`src/sv/bsm_pkg.sv`:
```
package bsm_pkg;

  localparam int WINDOW     = 20;
  localparam int SAMPLE_W   = 12;
  localparam int SAMPLE_MAX = (1 << SAMPLE_W) - 1;
  localparam int SUM_W      = $clog2(WINDOW * SAMPLE_MAX + 1);
  localparam int SUM_MAX    = WINDOW * SAMPLE_MAX;
  localparam int TIME_W     = 16;
  localparam int THR_W      = 12;
  localparam int TMO_W      = 8;
  localparam int SS_W       = 8;
  localparam int CFG_IDX_W  = 4;
  localparam int CFG_DATA_W = 12;

  // floor(sum / WINDOW) as (sum * AVG_MULT) >> AVG_SHIFT, exact over the sum range
  localparam int AVG_SHIFT  = SUM_W + $clog2(WINDOW);
  localparam int AVG_MULT   = ((1 << AVG_SHIFT) + WINDOW - 1) / WINDOW;
  localparam int MULT_W     = $clog2(AVG_MULT + 1);
  localparam int PROD_W     = SUM_W + MULT_W;

  localparam logic [SS_W-1:0] SS_MAX = '1;

  localparam logic KIND_SAMPLE = 1'b0;
  localparam logic KIND_TICK   = 1'b1;

  localparam logic [CFG_IDX_W-1:0] REG_THRESHOLD = CFG_IDX_W'(0);
  localparam logic [CFG_IDX_W-1:0] REG_TIMEOUT   = CFG_IDX_W'(1);

  localparam logic [THR_W-1:0] THRESHOLD_RESET = THR_W'(41);
  localparam logic [TMO_W-1:0] TIMEOUT_RESET   = TMO_W'(10);

  typedef struct packed {
    logic                kind;
    logic [SAMPLE_W-1:0] sample;
  } bsm_in_t;

  typedef struct packed {
    logic [SAMPLE_W-1:0] average;
    logic [SAMPLE_W-1:0] min_seen;
    logic [SAMPLE_W-1:0] max_seen;
    logic [SS_W-1:0]     still_seconds;
    logic                alarm;
  } bsm_out_t;

  // state as seen right after one sample, handed to the snapshot stage
  typedef struct packed {
    logic [SUM_W-1:0]    sum;
    logic [SAMPLE_W-1:0] min_seen;
    logic [SAMPLE_W-1:0] max_seen;
    logic [SS_W-1:0]     still_seconds;
    logic                alarm;
  } bsm_snap_t;

endpackage

```
`src/sv/breath_stillness_monitor.sv`:
```
// Breath stillness monitor: takes one word per cycle while item_stall is low,
// either a 12-bit sensor sample or a one-second tick, and returns one result
// word per sample (none per tick) with the moving average over the last WINDOW
// samples, the min and max seen, the seconds the signal has been still and a
// sticky alarm. Samples shift through a row of WINDOW register cells whose last
// cell gives the sample leaving the running sum; the sum, marks and timers update
// in the cycle a word is accepted, so a new word is taken every cycle while
// item_stall is low. A result passes through a snapshot stage and an output
// stage that holds the divide-by-window multiplier; item_stall rises only while
// that output stage holds a word that has not been taken. Once the alarm is
// raised the state freezes until reset. Configuration (index 0 threshold, index
// 1 timeout) is always ready and should be written while the block is idle.
module breath_stillness_monitor
  import bsm_pkg::*;
(
  input  logic                  clk,
  input  logic                  rst,
  input  logic                  item_valid,
  output logic                  item_stall,
  input  bsm_in_t               item,
  output logic                  res_valid,
  input  logic                  res_stall,
  output bsm_out_t              res,
  input  logic                  cfg_valid,
  output logic                  cfg_ready,
  input  logic [CFG_IDX_W-1:0]  cfg_index,
  input  logic [CFG_DATA_W-1:0] cfg_data
);

  logic [THR_W-1:0]    still_threshold;
  logic [TMO_W-1:0]    timeout_seconds;

  logic [SUM_W-1:0]    window_sum;
  logic [SAMPLE_W-1:0] low_mark;
  logic [SAMPLE_W-1:0] high_mark;
  logic [TIME_W-1:0]   now_seconds;
  logic                still_valid;
  logic [TIME_W-1:0]   still_start;
  logic                ref_valid;
  logic [TIME_W-1:0]   ref_second;
  logic [SUM_W-1:0]    ref_sum;
  logic                alarm_flag;

  logic                advance;
  logic                item_acc;
  logic                sample_acc;
  logic                update;
  logic                tick_step;
  logic [SAMPLE_W-1:0] oldest;

  logic [SUM_W-1:0]    sum_next;
  logic [SAMPLE_W-1:0] low_next;
  logic [SAMPLE_W-1:0] high_next;
  logic [TIME_W-1:0]   start_eff;
  logic [TIME_W-1:0]   ref_second_eff;
  logic [SUM_W-1:0]    ref_sum_eff;
  logic [TIME_W-1:0]   still_elapsed;
  logic [TIME_W-1:0]   ref_elapsed;
  logic                alarm_set;
  logic                ref_close;
  logic [SUM_W-1:0]    diff;
  logic [SUM_W-1:0]    limit;
  logic                change;
  logic                still_valid_next;

  logic                snap_still_valid;
  logic [TIME_W-1:0]   snap_elapsed;
  bsm_snap_t           snap;

  assign cfg_ready  = 1'b1;
  assign item_stall = !advance;
  assign item_acc   = item_valid && !item_stall;
  assign sample_acc = item_acc && (item.kind == KIND_SAMPLE);
  assign update     = sample_acc && !alarm_flag;
  assign tick_step  = item_acc && (item.kind == KIND_TICK) && !alarm_flag;

  bsm_chain u_chain (
    .clk    (clk),
    .rst    (rst),
    .shift  (update),
    .din    (item.sample),
    .oldest (oldest)
  );

  always_comb begin
    sum_next  = window_sum - SUM_W'(oldest) + SUM_W'(item.sample);
    low_next  = (item.sample < low_mark) ? item.sample : low_mark;
    high_next = (item.sample > high_mark) ? item.sample : high_mark;

    // the timer and the reference start at the current second when not running
    start_eff      = still_valid ? still_start : now_seconds;
    ref_second_eff = ref_valid ? ref_second : now_seconds;
    ref_sum_eff    = ref_valid ? ref_sum : sum_next;

    still_elapsed = now_seconds - start_eff;
    ref_elapsed   = now_seconds - ref_second_eff;
    alarm_set     = still_elapsed >= TIME_W'(timeout_seconds);
    ref_close     = ref_elapsed != '0;

    diff   = (sum_next >= ref_sum) ? sum_next - ref_sum : ref_sum - sum_next;
    limit  = SUM_W'(still_threshold * WINDOW);
    change = diff > limit;

    still_valid_next = !(ref_close && change);
  end

  always_ff @(posedge clk) begin
    if (rst) begin
      still_threshold <= THRESHOLD_RESET;
      timeout_seconds <= TIMEOUT_RESET;
    end else if (cfg_valid && cfg_ready) begin
      if (cfg_index == REG_THRESHOLD) begin
        still_threshold <= THR_W'(cfg_data);
      end else if (cfg_index == REG_TIMEOUT) begin
        timeout_seconds <= TMO_W'(cfg_data);
      end
    end
  end

  always_ff @(posedge clk) begin
    if (rst) begin
      window_sum  <= '0;
      low_mark    <= SAMPLE_W'(SAMPLE_MAX);
      high_mark   <= '0;
      now_seconds <= '0;
      still_valid <= 1'b0;
      still_start <= '0;
      ref_valid   <= 1'b0;
      ref_second  <= '0;
      ref_sum     <= '0;
      alarm_flag  <= 1'b0;
    end else if (update) begin
      window_sum  <= sum_next;
      low_mark    <= low_next;
      high_mark   <= high_next;
      still_valid <= still_valid_next;
      still_start <= start_eff;
      ref_valid   <= !ref_close;
      ref_second  <= ref_second_eff;
      ref_sum     <= ref_sum_eff;
      alarm_flag  <= alarm_flag || alarm_set;
    end else if (tick_step) begin
      now_seconds <= now_seconds + TIME_W'(1);
    end
  end

  // result fields as the state stands after this sample
  always_comb begin
    snap_still_valid   = update ? still_valid_next : still_valid;
    snap_elapsed       = now_seconds - (update ? start_eff : still_start);
    snap.sum           = update ? sum_next : window_sum;
    snap.min_seen      = update ? low_next : low_mark;
    snap.max_seen      = update ? high_next : high_mark;
    snap.alarm         = alarm_flag || (update && alarm_set);
    if (!snap_still_valid) begin
      snap.still_seconds = '0;
    end else if (snap_elapsed > TIME_W'(SS_MAX)) begin
      snap.still_seconds = SS_MAX;
    end else begin
      snap.still_seconds = SS_W'(snap_elapsed);
    end
  end

  bsm_avg u_avg (
    .clk        (clk),
    .rst        (rst),
    .snap_valid (sample_acc),
    .snap       (snap),
    .res_stall  (res_stall),
    .advance    (advance),
    .res_valid  (res_valid),
    .res        (res)
  );

  a_alarm_sticky: assert property (@(posedge clk) disable iff (rst)
    alarm_flag |=> alarm_flag)
    else $error("alarm dropped");

  a_frozen_sum: assert property (@(posedge clk) disable iff (rst)
    alarm_flag |=> $stable(window_sum) && $stable(now_seconds))
    else $error("state moved after alarm");

  a_sum_range: assert property (@(posedge clk) disable iff (rst)
    window_sum <= SUM_W'(SUM_MAX))
    else $error("window sum out of range");

  a_stall_full: assert property (@(posedge clk) disable iff (rst)
    item_stall |-> res_valid && res_stall)
    else $error("input stalled with output free");

endmodule

```
`src/sv/bsm_cell.sv`:
```
module bsm_cell
  import bsm_pkg::*;
(
  input  logic                clk,
  input  logic                rst,
  input  logic                shift,
  input  logic [SAMPLE_W-1:0] d,
  output logic [SAMPLE_W-1:0] q
);

  always_ff @(posedge clk) begin
    if (rst) begin
      q <= '0;
    end else if (shift) begin
      q <= d;
    end
  end

endmodule

```
`src/sv/bsm_chain.sv`:
```
module bsm_chain
  import bsm_pkg::*;
(
  input  logic                clk,
  input  logic                rst,
  input  logic                shift,
  input  logic [SAMPLE_W-1:0] din,
  output logic [SAMPLE_W-1:0] oldest
);

  logic [SAMPLE_W-1:0] tap [WINDOW+1];

  assign tap[0] = din;
  assign oldest = tap[WINDOW];

  for (genvar i = 0; i < WINDOW; i++) begin : g_cell
    bsm_cell u_cell (
      .clk   (clk),
      .rst   (rst),
      .shift (shift),
      .d     (tap[i]),
      .q     (tap[i+1])
    );
  end

endmodule

```
`src/sv/bsm_avg.sv`:
```
module bsm_avg
  import bsm_pkg::*;
(
  input  logic      clk,
  input  logic      rst,
  input  logic      snap_valid,
  input  bsm_snap_t snap,
  input  logic      res_stall,
  output logic      advance,
  output logic      res_valid,
  output bsm_out_t  res
);

  logic              s1_valid;
  bsm_snap_t         s1;
  logic [PROD_W-1:0] prod;

  assign advance = !res_valid || !res_stall;
  assign prod    = PROD_W'(s1.sum) * PROD_W'(AVG_MULT);

  always_ff @(posedge clk) begin
    if (rst) begin
      s1_valid  <= 1'b0;
      res_valid <= 1'b0;
    end else if (advance) begin
      s1_valid  <= snap_valid;
      res_valid <= s1_valid;
    end
  end

  always_ff @(posedge clk) begin
    if (advance) begin
      s1                <= snap;
      res.average       <= SAMPLE_W'(prod >> AVG_SHIFT);
      res.min_seen      <= s1.min_seen;
      res.max_seen      <= s1.max_seen;
      res.still_seconds <= s1.still_seconds;
      res.alarm         <= s1.alarm;
    end
  end

  // a word held in stage one must reach the output on the next move
  a_s1_moves: assert property (@(posedge clk) disable iff (rst)
    s1_valid && advance |=> res_valid)
    else $error("stage one word lost");

  // the average can never exceed the largest sample seen
  a_avg_bound: assert property (@(posedge clk) disable iff (rst)
    res_valid |-> res.average <= res.max_seen)
    else $error("average above max");

endmodule
```
`config.mk`:
```
export PLATFORM = sky130hd
export DESIGN_NAME = breath_stillness_monitor
export DESIGN_NICKNAME = d
export VERILOG_FILES = /design/src/sv/bsm_pkg.sv /design/src/sv/breath_stillness_monitor.sv /design/src/sv/bsm_cell.sv /design/src/sv/bsm_chain.sv /design/src/sv/bsm_avg.sv
export SDC_FILE = /design/constraint.sdc
export NUM_CORES = 1
export LEC_CHECK = 0
export BUFFER_PORTS_ARGS = -buffer_cell sky130_fd_sc_hd__buf_4
export CORE_ASPECT_RATIO = 1.75
export CORE_MARGIN = 4
export CORE_UTILIZATION = 48
export DETAILED_ROUTE_END_ITERATION = 8
export PLACE_DENSITY = 0.69
export SKIP_LAST_GASP = 1
export SLEW_MARGIN = 20
export SYNTH_ARGS = -nofsm -noshare
export SYNTH_HDL_FRONTEND = slang
export SYNTH_SLANG_ARGS = --single-unit
export TNS_END_PERCENT = 20
```
`constraint.sdc`:
```
create_clock -name clk -period 8.4 [get_ports clk]
set_clock_uncertainty 0.2 [all_clocks]
set_input_delay 1.26 -clock clk [delete_from_list [all_inputs] [get_ports clk]]
set_output_delay 1.26 -clock clk [all_outputs]
set_load 0.02 [all_outputs]
```
==> flow_metrics.env <==
export IMPL_wl_mm=63.8
export IMPL_synthToLayoutAreaGrowth_pct=10.4
export IMPL_grt_use_total_pct=20.6
export IMPL_fin_crit_sh_pct=94.6
export IMPL_synth_flop_cell="dfxtp_1"
export IMPL_critPathMaxFanout=9
export IMPL_grt_max_degree=246
export IMPL_outcome="finished clean"
export IMPL_final_common_cell="nand2_1"
export IMPL_maxSlewViolCount=0
export IMPL_seqCellArea_um2=10300
export IMPL_setup_tns_ns=0
export IMPL_setup_ws_ns=0.452
export IMPL_synthArstFlopShare_pct=0
export IMPL_drc=0
export IMPL_maxCapViolCount=0
export IMPL_whs_path_depth=0
export IMPL_syn_nets=3515
export IMPL_reg2reg_depth=30
export IMPL_worstMarginPinSlew_ns=1.07
export IMPL_start_util_pct=48.6
export IMPL_critical_path_top_delay_family="compound AO/OA/AOI/OAI gates"
export IMPL_clk_pin_slew_ns=0.07
export IMPL_p_total_uw=12000
export IMPL_fillers=5177
export IMPL_setup_viol=0
export IMPL_yosysWarningCount=0
export IMPL_vias=20900
export IMPL_postPlaceCellArea_um2=28800
export IMPL_dr_pass1_iters=5
export IMPL_nNetsFinal=3536
export IMPL_port_buffers=80
export IMPL_yosys_area_top_type="dfxtp_1"
export IMPL_final_cell_mix="575 x nand2_1, 371 x dfxtp_1, 349 x a21oi_1, 304 x inv_1, 291 x ha_1"
export IMPL_viasPerCell=5.36
export IMPL_critPathKind="input port to register"
export IMPL_postSynthAreaPerCell_um2=8.89
export IMPL_reg2reg_slack_ns=0.99
export IMPL_postCtsSetupBuffers=0
export IMPL_worst_setup_path_start_kind="input port"
export IMPL_drive_gt1_share_pct=7.13
export IMPL_num_antenna_cells=0
export IMPL_ioPinCount=82
export IMPL_finalHoldViolCount=0
export IMPL_slowest_stage="fa_1"
export IMPL_tritoncts="built"
export IMPL_synth_top_area_share_pct=27.1
export IMPL_fp_dieH_um=324
export IMPL_place_congestion=0.981
export IMPL_design_area_um2=30300
export IMPL_grt_setup_unrepaired="no"
export IMPL_maxSlewHeadroom_pct=28.3
export IMPL_clock_latency_ns=0.58
export IMPL_hpwl_mm=48.0
export IMPL_placementRows=115
export IMPL_powerDensity_nw_per_um2=396
export IMPL_hold_class="register to register"
export IMPL_htreeDepth=2
export IMPL_overflow=0
export IMPL_cp_data_arrival_time_ns=8.04
export IMPL_worstPathRequired_ns=8.49
export IMPL_pre_cts_ws_ns=-0.00466
export IMPL_cts_resized=0
export IMPL_coreArea_um2=56400
export IMPL_multiInputGateArea_um2=15500
export IMPL_dieArea_um2=61200
export IMPL_ir_drop_uv=623
export IMPL_fmax_mhz=126
export IMPL_end_kind="register"
export IMPL_numCtsBuffers=43
export IMPL_reg2reg_from="window_sum[1]$_SDFF_PP0_"
export IMPL_drt_iter0_markers=1113
export IMPL_cts_sinks=466
export IMPL_syn_inst=3085
export IMPL_ys_seq_area_share_pct=37.5
export IMPL_critical_path_max_stage_delay_ns=0.60
export IMPL_p_leak_uw=0.0130
export IMPL_worstHoldEndpoint="u_avg.res[20]$_DFFE_PN_"
export IMPL_grt_pass1_vias=21000
export IMPL_synth_distinct_cells=92
export IMPL_syn_cell_area_um2=27400
export IMPL_synth_area_top_cells="dfxtp_1 27%, ha_1 13%, edfxtp_1 10%"
export IMPL_cts_root_buf="clkbuf_16"
export IMPL_routedWlPerCell_um=16.4
export IMPL_crit_buf_inv=5
export IMPL_timing_rr_end="u_avg.s1[6]$_SDFFCE_PN0N_"
export IMPL_hold_buffers=0
export IMPL_post_route_min_period_ns=7.95
export IMPL_ys_seq_elements=466
export IMPL_grt_pass1_wl_mm=104
export IMPL_die_w_um=189
export IMPL_min_from="u_avg.s1[20]$_DFFE_PN_"
export IMPL_clk_path_buf_depth=3
export IMPL_synth_edf_count=95
export IMPL_antenna_found_initial=1
export IMPL_ant_nets=0
-- flip-flops by register name, indices dropped and copies added (netlist names), 8 cells and up --
signal	count
now_seconds	16
timeout_seconds	8
u_chain.g_cell.u_cell.q	240
still_start	16
ref_second	16
low_mark	12
ref_sum	17
still_threshold	12
u_avg.s1	50
window_sum	17
u_avg.res	45
high_mark	12
-- report_power, final --
group          total, uW  switching (uW)  leakage (uW)  internal [uW]
logic               7170            4080       0.00826           3090
registers           2720             135       0.00403           2590
clock network       2100             920      0.000741           1170
total              12000            5130        0.0130           6850
-- cell usage after synthesis, types with 3 or more instances --
library cell    n
a21o_1         51
o21a_1         25
buf_4           4
o21bai_1        9
a31o_2          4
a22oi_1         3
o31ai_1         5
a211oi_1       28
o21ai_1        10
nor2_1        160
nand2b_1       31
a21oi_1       349
a21boi_0        6
nor4_1         10
inv_1         304
nand4_1        17
nand3_1        30
dfxtp_1       371
a2111oi_0       6
or3_1           6
xor2_1         37
mux2i_1        81
ha_1          291
buf_2          10
edfxtp_1       95
o211ai_1       12
nor3_1         36
and3_1         20
o31a_1          3
and2_1         34
or4_1           8
a221oi_1        3
o22ai_1         3
xnor2_1        48
clkbuf_1      116
fa_1          105
buf_1           5
nor2b_1        20
o2111ai_1       4
nand2_1       576
mux2_2          5
o21ai_0        63
a31oi_1         9
or2_2           6
-- final cells by class --
cell class,instances,area share [%]
Clock buffer,51,3.85
Clock inverter,29,1.19
Inverter,306,3.79
Multi-Input combinational cell,2178,51.2
Sequential cell,466,33.9
Tap cell,760,3.14
Timing Repair Buffer,111,2.91
-- through the flow --
stage | util (%) | instances | hold slack, ns
finish | 53.7 | 3901 | 0.219
global route | 53.7 | 3901 | 0.228
CTS | 53.7 | 3901 | 0.220
detailed placement | 51.0 | 3821 | 0.205
global placement | 51.0 | 3821 | 0.203
floorplan | - | 3085 | 0.200
-- metal layers --
metal  vias to the layer above  GRT usage (%)  wire length [um]
li1                      10400              -                 -
met1                      9978           21.4             23400
met2                       333           40.0             34700
met3                       185           2.12              1530
met4                         2           11.8              4080
met5                         -              0                 9
-- cell families after synthesis --
kind of cell	count (synthesis)	share of synthesized area [%]
buffers and inverters	441	6.13
and+or+nand+nor	976	15.5
DFF	466	37.5
adders and majority gates	396	20.9
other	1	0.0137
xor gates and xnor gates	85	2.71
AOI/OAI and AO/OA	631	14.0
muxes	89	3.30
-- worst max-delay path by stage --
stage	depth (start not counted)	from	slack [ns]	to
after detailed placement	31	item[1]	-0.005	u_avg.s1[6]$_SDFFCE_PN0N_
after CTS	31	item[1]	0.58	u_avg.s1[6]$_SDFFCE_PN0N_
after global placement	31	item[1]	0.07	u_avg.s1[6]$_SDFFCE_PN0N_
final	31	item[1]	0.45	u_avg.s1[6]$_SDFFCE_PN0N_
after floorplan	31	item[1]	0.73	u_avg.s1[3]$_SDFFCE_PN0N_
after global routing	31	item[1]	0.008	u_avg.s1[5]$_SDFFCE_PN0N_
-- worst register-to-register path, delay by kind of cell, from the launching register on --
family | cells | cell delay, ns
AO/OA/AOI/OAI | 15 | 3.29
adder cells (fa/ha/maj) | 4 | 1.44
AND/OR/NAND/NOR | 4 | 0.70
XOR/XNOR | 2 | 0.50
buffers and inverters | 4 | 0.36
flip-flops | 1 | 0.33
multiplexers | 1 | 0.32
Note: power is estimated with default switching activity, not from simulation.
